[src/hw/rtl/ptsch_pkg.sv]
`default_nettype none
package ptsch_pkg;

   localparam int DEPTH_DEFAULT = 32;
   localparam int MAX_RESULTS   = 32;

   // Request and response codes.
   localparam logic [1:0] REQ_ADD      = 2'd0;
   localparam logic [1:0] REQ_REMOVE   = 2'd1;
   localparam logic [1:0] REQ_TICK     = 2'd2;
   localparam logic [1:0] REQ_RESERVED = 2'd3;

   localparam logic [1:0] KIND_ADD    = 2'd0;
   localparam logic [1:0] KIND_REMOVE = 2'd1;
   localparam logic [1:0] KIND_TICK   = 2'd2;

   localparam logic [1:0] ST_OK        = 2'd0;
   localparam logic [1:0] ST_FULL      = 2'd1;
   localparam logic [1:0] ST_NOT_FOUND = 2'd2;
   localparam logic [1:0] ST_NONE_DUE  = 2'd3;

   typedef struct packed {
      logic [1:0]  req_type;
      logic [31:0] now;
      logic [15:0] repeat_total;
      logic [15:0] period;
      logic        first_now;
      logic [15:0] first_delay;
      logic [31:0] remove_id;
   } req_word_type;

   typedef struct packed {
      logic [1:0]  resp_kind;
      logic [1:0]  status;
      logic [31:0] timer_id;
      logic        last;
   } rsp_word_type;

   // One timer as held in a cell.
   typedef struct packed {
      logic [31:0] deadline;
      logic [31:0] id;
      logic [15:0] period;
      logic [15:0] total;
      logic [15:0] fired;
   } entry_type;

   typedef enum logic [1:0] {
      OP_HOLD,
      OP_INSERT,
      OP_SHIFT,
      OP_ROTATE
   } cell_op_type;

   typedef struct packed {
      cell_op_type op;
      entry_type   x;
   } cell_ctrl_type;

   typedef enum logic [2:0] {
      S_IDLE,
      S_ADD,
      S_REM,
      S_REM_RSP,
      S_TICK,
      S_REINS
   } state_type;

   // Deadline sum that sticks at the maximum time.
   function automatic logic [31:0] sat_add(input logic [31:0] a, input logic [15:0] b);
      logic [32:0] s;
      s = {1'b0, a} + {17'b0, b};
      return s[32] ? 32'hFFFF_FFFF : s[31:0];
   endfunction

endpackage
`default_nettype wire

[src/hw/rtl/ptsch_cell.sv]
`default_nettype none
module ptsch_cell #(
   parameter int IDX   = 0,
   parameter int OCC_W = 6
) (
   input  wire                     clock,
   input  ptsch_pkg::cell_ctrl_type ctrl,
   input  wire  [OCC_W-1:0]        occupancy,
   input  ptsch_pkg::entry_type    left_entry,
   input  wire                     left_le,
   input  ptsch_pkg::entry_type    right_entry,
   input  ptsch_pkg::entry_type    front_entry,
   output ptsch_pkg::entry_type    entry,
   output logic                    le
);

   localparam logic [OCC_W-1:0] IDX_V  = OCC_W'(IDX);
   localparam logic [OCC_W-1:0] TAIL_V = OCC_W'(IDX + 1);

   ptsch_pkg::entry_type entry_ff, entry_in;
   logic valid, is_tail;

   // Occupied cells form a prefix of the row.
   assign valid   = IDX_V < occupancy;
   assign is_tail = occupancy == TAIL_V;
   assign le      = valid && (entry_ff.deadline <= ctrl.x.deadline);
   assign entry   = entry_ff;

   // Ordered insert moves the later part right; shift moves everything left; rotate moves the front to the tail.
   always_comb begin
      entry_in = entry_ff;
      case (ctrl.op)
         ptsch_pkg::OP_INSERT: begin
            if (!le) begin
               entry_in = left_le ? ctrl.x : left_entry;
            end
         end
         ptsch_pkg::OP_SHIFT:  entry_in = right_entry;
         ptsch_pkg::OP_ROTATE: entry_in = is_tail ? front_entry : right_entry;
         default:              entry_in = entry_ff;
      endcase
   end

   always_ff @(posedge clock) begin
      entry_ff <= entry_in;
   end

endmodule
`default_nettype wire

[config.mk]
export PLATFORM = sky130hd
export DESIGN_NAME = ptsch_cell
export DESIGN_NICKNAME = d
export VERILOG_FILES = /design/src/hw/rtl/ptsch_pkg.sv /design/src/hw/rtl/ptsch_cell.sv
export SDC_FILE = /design/constraint.sdc
export NUM_CORES = 1
export LEC_CHECK = 0
export BUFFER_PORTS_ARGS = -buffer_cell sky130_fd_sc_hd__buf_2
export CORE_AREA = 2 2 221 223
export CTS_CLUSTER_SIZE = 28
export DETAILED_ROUTE_END_ITERATION = 10
export DIE_AREA = 0 0 223 225
export HOLD_SLACK_MARGIN = 0.15
export SYNTH_ARGS = -nofsm -noshare
export SYNTH_HDL_FRONTEND = slang
export SYNTH_SLANG_ARGS = --single-unit
export TNS_END_PERCENT = 1
[constraint.sdc]
create_clock -name clock -period 4.6 [get_ports clock]
set_input_delay 0.92 -clock clock [delete_from_list [all_inputs] [get_ports clock]]
set_output_delay 0.92 -clock clock [all_outputs]
set_load 0.03 [all_outputs]
* After elaboration in Yosys (flattened, before gate mapping)
Cells that the tools add are included.
** Storage, ports and cells
- Logic and storage cells :: 19
- Register bits after elaboration :: 112
- Output and inout port bits :: 113
- Input port bits :: 458
** Operators by class
- Equality and inequality tests :: 5
- Reductions and logical operators :: 3
- Multiplexer cells :: 4
- Order comparisons :: 2
** Operators with widths (count)
- $mux W112 :: 3
- $pmux W112 S3 :: 1
- $le A32 B32 Y1 :: 1
- $eq A6 B1 Y1 const B :: 1
- $lt A1 B6 Y1 const A :: 1
- $eq A2 B2 Y1 const B :: 2
- $reduce_bool A3 Y1 :: 1
- $eq A2 B1 Y1 const B :: 1
- $ne A2 B2 Y1 const B :: 1
- $reduce_and A2 Y1 :: 1
- $logic_and A1 B1 Y1 :: 1

* Longest topological paths before layout
Gate-level depths: netlist (run 1).
- Depth after elaboration :: 4
- Depth in mapped cells :: 7
- Mapped depth without buffers :: 7

* Worst setup path before layout (run 1)
No wires, ideal clock.
- Kind :: input -> register
- Start point :: in ctrl[95] (netlist bit)
- End point :: reg entry_ff (netlist bit entry[0]) (enable)
- Cell stages on the path :: 7
- Required time :: 4.172 ns
- Arrival time :: 3.629 ns
- Slack :: 0.544 ns
- Cells stage by stage :: inv_1 -> ha_1 -> nand4_1 -> nor4_1 -> a21boi_0 -> o31a_1 -> o221a_2
** On the way
- Cells in the longest elaborated chain, start to end :: 4
** RTL lines
- start: declaration :: RTL line ptsch_cell.sv:7 : input ptsch_pkg::cell_ctrl_type ctrl,
- $le A32 B32 Y1 :: RTL line ptsch_cell.sv:26 : assign le = valid && (entry_ff.deadline <= ctrl.x.deadline);
- $logic_and A1 B1 Y1 :: RTL line ptsch_cell.sv:26
- $ne A2 B2 Y1 (no line)
- $reduce_and A2 Y1 (no line)
- end signal: assignment :: RTL line ptsch_cell.sv:45 : entry_ff <= entry_in;
- end: declaration :: RTL line ptsch_cell.sv:20 : ptsch_pkg::entry_type entry_ff, entry_in;
No other way between the ends.
A chain may end at the register's enable or synchronous reset.

* Worst setup path in the final report (run 1)
- Start point :: in ctrl[95] (netlist bit)
- End point :: out le
** On the way
- Cells in the longest elaborated chain, start to end :: 2
** RTL lines
- $le A32 B32 Y1 :: RTL line ptsch_cell.sv:26
- $logic_and A1 B1 Y1 :: RTL line ptsch_cell.sv:26
- end: declaration :: RTL line ptsch_cell.sv:14 : output logic le
No other way between the ends.

==> qor.yml, run 1 <==
worst_setup_path:
  end_kind: "output pin"
  path_common_cell: "buf_2"
  path_cells: "buf_2, inv_1, ha_1, nand4_1, nor4_1, a21boi_0, o31a_1, o22ai_1, buf_2"
  cp_data_required_time_ns: 3.68
  critPathMaxStageDelay_ns: 0.38
  crit_fanout: 3
  cp.arrival_ns: 2.75
  critPathSlowestCell: "nor4_1"
  worstSetupPathType: "in2out"
  startpoint_type: "input pin"
finish:
  largest_reg_flops: 112
  final_cells: 1901
  final_cell_mix: "buf_2, a21oi_1, nor2b_1"
  final_common_cell: "buf_2"
  final_area_um2: 11600
  area_growth_syn_to_layout_pct: 49.65
  drive_gt1_frac: 0.4681
  nets: 1771
  fin_util: 0.2439
  fillers: 5194
place:
  gp_congestion: 0.9006
  post_dp_cell_area_um2: 11310
  dp_hpwl_um: 26370
  dp.cells: 1885
  io_buffers: 570
clocking:
  cts_sinks: 112
  cts_resized: 0
  cts-hold-fix-buffers: 0
  h-tree-depth: 3
  cts_setup_buffers: 0
  clock_path_buffers: 2
  clk_pin_slew_ns: 0.07
  cts_buffers: 9
  clk_latency_ns: 0.38
  cts-root-buf: "clkbuf_16"
  cts_tree: "yes"
global_routing:
  grt_pass1_vias: 7850
  grtUsageTotal: 0.1228
  grt_max_degree: 132
  grt_pass1_wl_um: 45660
  gr-total-overflow: 0
  antenna_found_initial: 5
yosys:
  syn-cell-area_um2: 7749
  synth_cell_types: 32
  synth_compound_area_frac: 0.2015
  synth_fp_nets: 1235
  synthSimpleGateAreaFrac: 0.1138
  synthMuxAreaShare: 0.1447
  synth_top_family_by_area: "compound AO/OA/AOI/OAI gates"
  synth_seq_area_share: 0.4340
  ys_seq_elements: 112
  synth-xor-area-share: 0
  syn_avg_cell_area_um2: 10.40
  ys_warn_count: 0
  postSynthCellCount: 745
  synthAdderAreaFrac: 0.05167
timing:
  hold_viol: 0
  maxSlewViolCount: 0
  worst_pin_slew_ns: 0.7548
  period_needed_ns: 3.668
  rsz0062_at_grt: "false"
  finClkSkew_ns: 0.01005
  slew_headroom: 0.4968
  fin_setup_tns_ns: 0
  setup_viol: 0
  max_clock_freq_mhz: 272.6
  fin_crit_sh: 0.7974
power:
  pwr-share-clk: 0.257
  power.density_nw_per_um2: 270.7
  ir_worst_vdd_uv: 153.4
  seqPwrFrac: 0.422
  total_power_uw: 3139
  p_sw_frac: 0.3381
  p_switching_uw: 1061
  p_int_uw: 2077
  combPwrFrac: 0.322
  power_leakage_uw: 0.004820
die:
  die_w_um: 223
  boundaryPins: 571
  row_count: 80
  initial_core_util: 0.1630
  coreArea_um2: 47550
  die_h_um: 225
  die_area_um2: 50180
run:
  max_cap_viol_count: 0
detailed_routing:
  avgViaCountPerCell: 4.161
  postRouteAntennaNets: 0
  routedWlPerCell_um: 16.86
  drt_wl_total_um: 32060
  drt_iter0_drc: 269
  route.detailed.drc: 0
  vias: 7911
  detail_route.first_pass.iterations: 4
status:
  run_status: "finished, final reports clean"
min_path:
  hold_class: "in2reg"
-- power groups by stage --
stage | combinational [µW] | clock [µW] | sequential, µW
finish | 1010 | 805 | 1320
global route | 1090 | 893 | 1340
CTS | 1030 | 864 | 1330
detailed placement | 1030 | 0 | 1350
global placement | 1020 | 0 | 1350
floorplan | 313 | 0 | 1590
-- metal layers --
| metal | up-vias | routed length, µm | global-route usage |
|---|---|---|---|
| met5 | - | 55 | 0 |
| met4 | 8 | 520 | 0.03572 |
| met3 | 34 | 2243 | 0.04029 |
| met2 | 315 | 16150 | 0.2163 |
| met1 | 3652 | 13090 | 0.1414 |
| li1 | 3902 | - | - |
-- critical path: cells and delay by family --
family,cells,cell delay (ns)
AND/OR/NAND/NOR,2,0.57
AO/OA/AOI/OAI,3,0.60
adder cells (fa/ha/maj),1,0.32
buffers and inverters,3,0.33
-- logic make-up (layout without fill, tap and decap cells) --
kind of cell / count (synthesis) / in the layout
multiplexers: 112 / 112
other: 0 / 2
AO/OA/AOI/OAI: 250 / 250
buffers and inverters: 94 / 633
adder cells (fa/ha/maj): 32 / 32
AND/OR/NAND/NOR: 145 / 145
flip-flops: 112 / 112
-- worst paths after layout --
kind | end | slack, ns | cells past startpoint | from
hold / removal | entry[5] | 0.89 | 3 | ctrl[5]
setup reg to reg | entry[25] | 1.76 | 7 | entry[95]
setup / recovery | le | 0.93 | 9 | ctrl[95]
hold reg to reg | entry[101] | 1.25 | 4 | entry[111]
-- per-stage QoR --
| step | hold slack, ns | setup WS [ns] |
|---|---|---|
| after global routing | 0.8708 | 0.7524 |
| after detailed placement | 1.281 | 0.8657 |
| after CTS | 0.8481 | 0.8639 |
| after floorplan | 1.173 | 0.5439 |
| after global placement | 1.272 | 0.8507 |
| final | 0.8898 | 0.9319 |
-- final cells by class --
type                       count  area [µm²]  share of cell area
tap                          615       769.5             0.06636
clock inverter                 3       45.04            0.003884
inverter                      32       120.1             0.01036
sequential                   112        3363              0.2900
multi-input combinational    539        3980              0.3432
timing repair buffer         587        3080              0.2656
antenna                        2       5.005           0.0004316
clock buffer                  11       232.7             0.02007
-- cell usage after synthesis (all sizes together) --
cell / n / area, µm²
a21boi: 1 / 7.510
a21oi: 125 / 625.6
o21ai: 3 / 15.01
o22ai: 1 / 6.260
nand2b: 2 / 12.51
buf: 16 / 127.6
a221oi: 1 / 8.760
or4: 1 / 7.510
nand2: 9 / 33.78
nand4: 7 / 43.79
o221a: 1 / 11.26
nor2: 2 / 7.510
o21a: 2 / 15.01
nand4b: 1 / 8.760
clkbuf: 46 / 172.7
a211oi: 112 / 840.8
ha: 32 / 400.4
o211ai: 2 / 15.01
o31a: 1 / 8.760
edfxtp: 112 / 3363
a21o: 1 / 7.510
nor2b: 113 / 706.9
nor4: 2 / 12.51
inv: 32 / 120.1
mux2i: 112 / 1121
and4: 1 / 8.760
nor3: 4 / 25.02
nand3: 3 / 15.01
Note: power is estimated with default switching activity, not from simulation.
==> run 2: changes to the inputs <==
--- a/config.mk
+++ b/config.mk
@@ -5,11 +5,12 @@
 export SDC_FILE = /design/constraint.sdc
 export NUM_CORES = 1
 export LEC_CHECK = 0
+export ABC_AREA = 1
 export BUFFER_PORTS_ARGS = -buffer_cell sky130_fd_sc_hd__buf_2
-export CORE_AREA = 2 2 221 223
+export CORE_AREA = 2 2 224 226
 export CTS_CLUSTER_SIZE = 28
 export DETAILED_ROUTE_END_ITERATION = 10
-export DIE_AREA = 0 0 223 225
+export DIE_AREA = 0 0 226 228
 export HOLD_SLACK_MARGIN = 0.15
 export SYNTH_ARGS = -nofsm -noshare
 export SYNTH_HDL_FRONTEND = slang
==> constraint.sdc (replaced) <==
create_clock -name clock -period 3.1 [get_ports clock]
set_input_delay 0.62 -clock clock [delete_from_list [all_inputs] [get_ports clock]]
set_output_delay 0.62 -clock clock [all_outputs]
set_load 0.03 [all_outputs]
==> run 2 against run 1 <==
  * Hold slack worse by 0.36 ns
  * Count of clock-buffer cells in the layout down 1
  * Final cell count up 18%
  * Total power up 52%
  * Critical path depth up 2
  * Combinational power up 62%
  * Cell area up 4.2%
  * Non-clock buffer count up 12
  * Synthesized cell count up 39%
  * First-iteration DRC count rose to 2.7 times the previous value
  * Synthesized area up 4.5%
  * Highest routed layer is now met4
==> qor.yml, run 2 <==
yosys:
  synthSimpleGateAreaFrac: 0.1947  # was 0.1138
  postSynthCellCount: 1039  # was 745
  yosysTopAreaCell: "edfxtp_1"  # unchanged
  ys_seq_elements: 112  # unchanged
  synth_cell_types: 23  # was 32
  ys_top_cells_by_area: "edfxtp_1, nor2_1, o221ai_1"  # was edfxtp_1, mux2i_1, a211oi_1
  synth_fp_nets: 1529  # was 1235
  synthAdderAreaFrac: 0.04944  # was 0.05167
  yosysMostFrequentCell: "nor2_1"  # was a21oi_1
  synth_compound_area_frac: 0.2674  # was 0.2015
  syn_avg_cell_area_um2: 7.795  # was 10.40 µm²
  syn-cell-area_um2: 8099  # was 7749 µm²
  synthMuxAreaShare: 0  # was 0.1447
  synth-xor-area-share: 0  # unchanged
  synth-edff-count: 112  # unchanged
  synth_ff_type: "edfxtp_1"  # unchanged
  async_flop_share: 0  # unchanged
  synth_top_family_by_area: "compound AO/OA/AOI/OAI gates"  # unchanged
  synth_common_cells: "nor2_1, nand2_1, o21ai_0"  # was a21oi_1, nor2b_1, a211oi_1, edfxtp_1, mux2i_1
  synth_seq_area_share: 0.4153  # was 0.4340
  synth_top_area_share: 0.4153  # was 0.4340
  ys_warn_count: 0  # unchanged
timing:
  period_needed_ns: 2.892
  worst_pin_slew_ns: 1.038  # was 0.7548 ns
  setup_viol: 0  # unchanged
  setup_ws_ns: 0.2079  # was 0.9319 ns
  fin_crit_sh: 0.9329
  fin_setup_tns_ns: 0  # unchanged
  hold_viol: 0  # unchanged
  rsz0062_at_grt: "false"  # unchanged
  max_clock_freq_mhz: 345.8
  maxSlewViolCount: 0  # unchanged
  slew_headroom: 0.3060  # was 0.4968
  finClkSkew_ns: 0.007946  # was 0.01005 ns
  whs_ns: 0.5264  # was 0.8898 ns
worst_setup_path:
  worstSetupPathType: "reg2out"  # was in2out
  startpoint_type: "register"  # was input pin
  reg2reg_from: "entry[100]"  # was entry[95]
  cp.arrival_ns: 2.27  # was 2.75 ns
  end_kind: "output pin"  # unchanged
  cp_data_required_time_ns: 2.48  # was 3.68 ns
  setup.worst_path.start: "entry[105]"  # was ctrl[95]
  crit_fanout: 2  # was 3
detailed_routing:
  postRouteAntennaNets: 0  # unchanged
  drt_wl_total_um: 42250  # was 32060 µm
  drt_iter0_drc: 733  # was 269
  vias: 10320  # was 7911
  routedWlPerCell_um: 18.83  # was 16.86 µm
  avgViaCountPerCell: 4.597  # was 4.161
  detail_route.first_pass.iterations: 5  # was 4
  route.detailed.drc: 0  # unchanged
die:
  die_h_um: 228  # was 225 µm
  boundaryPins: 571  # unchanged
  coreArea_um2: 49350  # was 47550 µm²
  die_w_um: 226  # was 223 µm
  initial_core_util: 0.1641  # was 0.1630
  row_count: 82  # was 80
  die_area_um2: 51530  # was 50180 µm²
finish:
  ff_latch_area_um2: 3363  # unchanged
  final_cell_mix: "buf_2, nor2_1, nand2_1, o21ai_0, edfxtp_1"  # was buf_2, a21oi_1, nor2b_1
  fin_util: 0.2448  # was 0.2439
  multi_input_area_um2: 4190  # was 3980 µm²
  nets: 2055  # was 1771
  area_growth_syn_to_layout_pct: 49.16  # was 49.65%
  fillers: 5433  # was 5194
  drive_gt1_frac: 0.3987  # was 0.4681
  largest_reg_flops: 112  # unchanged
  final_common_cell: "buf_2"  # unchanged
  final_cells: 2244  # was 1901
power:
  power_leakage_uw: 0.005436  # was 0.004820 µW
  power.density_nw_per_um2: 396.0  # was 270.7 nW/µm²
  p_sw_frac: 0.3674  # was 0.3381
  p_switching_uw: 1757  # was 1061 µW
  combPwrFrac: 0.342  # was 0.322
  p_int_uw: 3027  # was 2077 µW
  seqPwrFrac: 0.415  # was 0.422
  pwr-share-clk: 0.243  # was 0.257
  ir_worst_vdd_uv: 181.5  # was 153.4 µV
clocking:
  cts_buffers: 9  # unchanged
  cts_tree: "yes"  # unchanged
  clock_path_buffers: 2  # unchanged
  clk_latency_ns: 0.39  # was 0.38 ns
  clk_pin_slew_ns: 0.08  # was 0.07 ns
  h-tree-depth: 3  # unchanged
  cts_sinks: 112  # unchanged
  cts-root-buf: "clkbuf_16"  # unchanged
  cts_setup_buffers: 0  # unchanged
place:
  dp.cells: 2226  # was 1885
  gp_congestion: 0.9130  # was 0.9006
  pre_cts_slack_ns: -0.02711  # was 0.8657 ns
  io_buffers: 570  # unchanged
  dp_hpwl_um: 33580  # was 26370 µm
run:
  max_cap_viol_count: 0  # unchanged
global_routing:
  grt_max_degree: 114  # was 132
  grt_pass1_wl_um: 60750  # was 45660 µm
  gr-total-overflow: 0  # unchanged
  grtUsageTotal: 0.1581  # was 0.1228
  grt_pass1_vias: 10240  # was 7850
  antenna_found_initial: 3  # was 5
min_path:
  hold_class: "in2reg"  # unchanged
  min_from: "right_entry[28]"  # was ctrl[5]
status:
  run_status: "finished, final reports clean"  # unchanged
run 2: cell types whose count changed after synthesis, sizes merged, moves of 101 or more:
| cell | before | now |
|---|---|---|
| a211oi | 112 | 0 |
| a21oi | 125 | 13 |
| mux2i | 112 | 0 |
| nor2b | 113 | 0 |
| o221ai | 0 | 101 |
| nor2 | 2 | 245 |
| o21ai | 3 | 222 |
| nand2 | 9 | 161 |
run 2: cell type report:
type	count	area share
Timing Repair Buffer	599	0.2670
Clock buffer	10	0.01895
Multi-Input combinational cell	797	0.3469
Inverter	46	0.01502
Antenna cell	2	0.0004143
Tap cell	672	0.06960
Sequential cell	112	0.2784
Clock inverter	6	0.003729
run 2: timing repair:
item | 4_1_cts | 5_1_grt
resized for setup | 1 | 5
setup endpoints to repair | 1 | 1
pin swaps | 0 | 4
hold buffers | 0 | 0
run 2: per-layer routing:
metal | routed length [µm] | part of all wire | global-route usage | vias up
met5 | 0 | 0 | 0 | -
met4 | 1414 | 0.033 | 0.06912 | 0
met3 | 3882 | 0.092 | 0.03722 | 58
met2 | 20000 | 0.47 | 0.2735 | 680
met1 | 16940 | 0.40 | 0.1850 | 4804
li1 | - | - | - | 4773
run 2: power groups by stage:
| stage | combinational, µW | sequential, µW | clock [µW] |
|---|---|---|---|
| floorplan | 487 | 2360 | 0 |
| global placement | 1620 | 2020 | 0 |
| detailed placement | 1640 | 2020 | 0 |
| CTS | 1650 | 1990 | 1240 |
| global route | 1770 | 2000 | 1280 |
| finish | 1640 | 1980 | 1160 |
run 2: cell families after synthesis:
logic type	after synthesis
fa+ha+maj	32
simple gates	415
buf+inv	130
compound gates	350
flops	112
run 2: path summary, 6_finish.rpt:
kind	end	slack, ns	depth (start not counted)
min reg2reg	entry[73]	1.47	8
min	entry[28]	0.53	3
max	le	0.21	11
max reg2reg	entry[29]	0.55	12
run 2: critical path, cell delays in order (launching register included):
cell      delay (ns)
edfxtp_1        0.48
ha_1            0.33
a21oi_1         0.21
o21ai_0         0.11
nand2_1         0.06
nand2_1         0.04
a21oi_1         0.15
nand2_1         0.08
nand2_1         0.06
nand2_1         0.07
inv_1           0.10
clkbuf_4        0.20
run 2: per-stage QoR:
| step | power [µW] | area, µm² |
|---|---|---|
| finish | 4784 | 12080 |
| global route | 5055 | 12080 |
| CTS | 4876 | 12060 |
| detailed placement | 3663 | 11780 |
| global placement | 3646 | 11780 |
| floorplan | 2850 | 8107 |
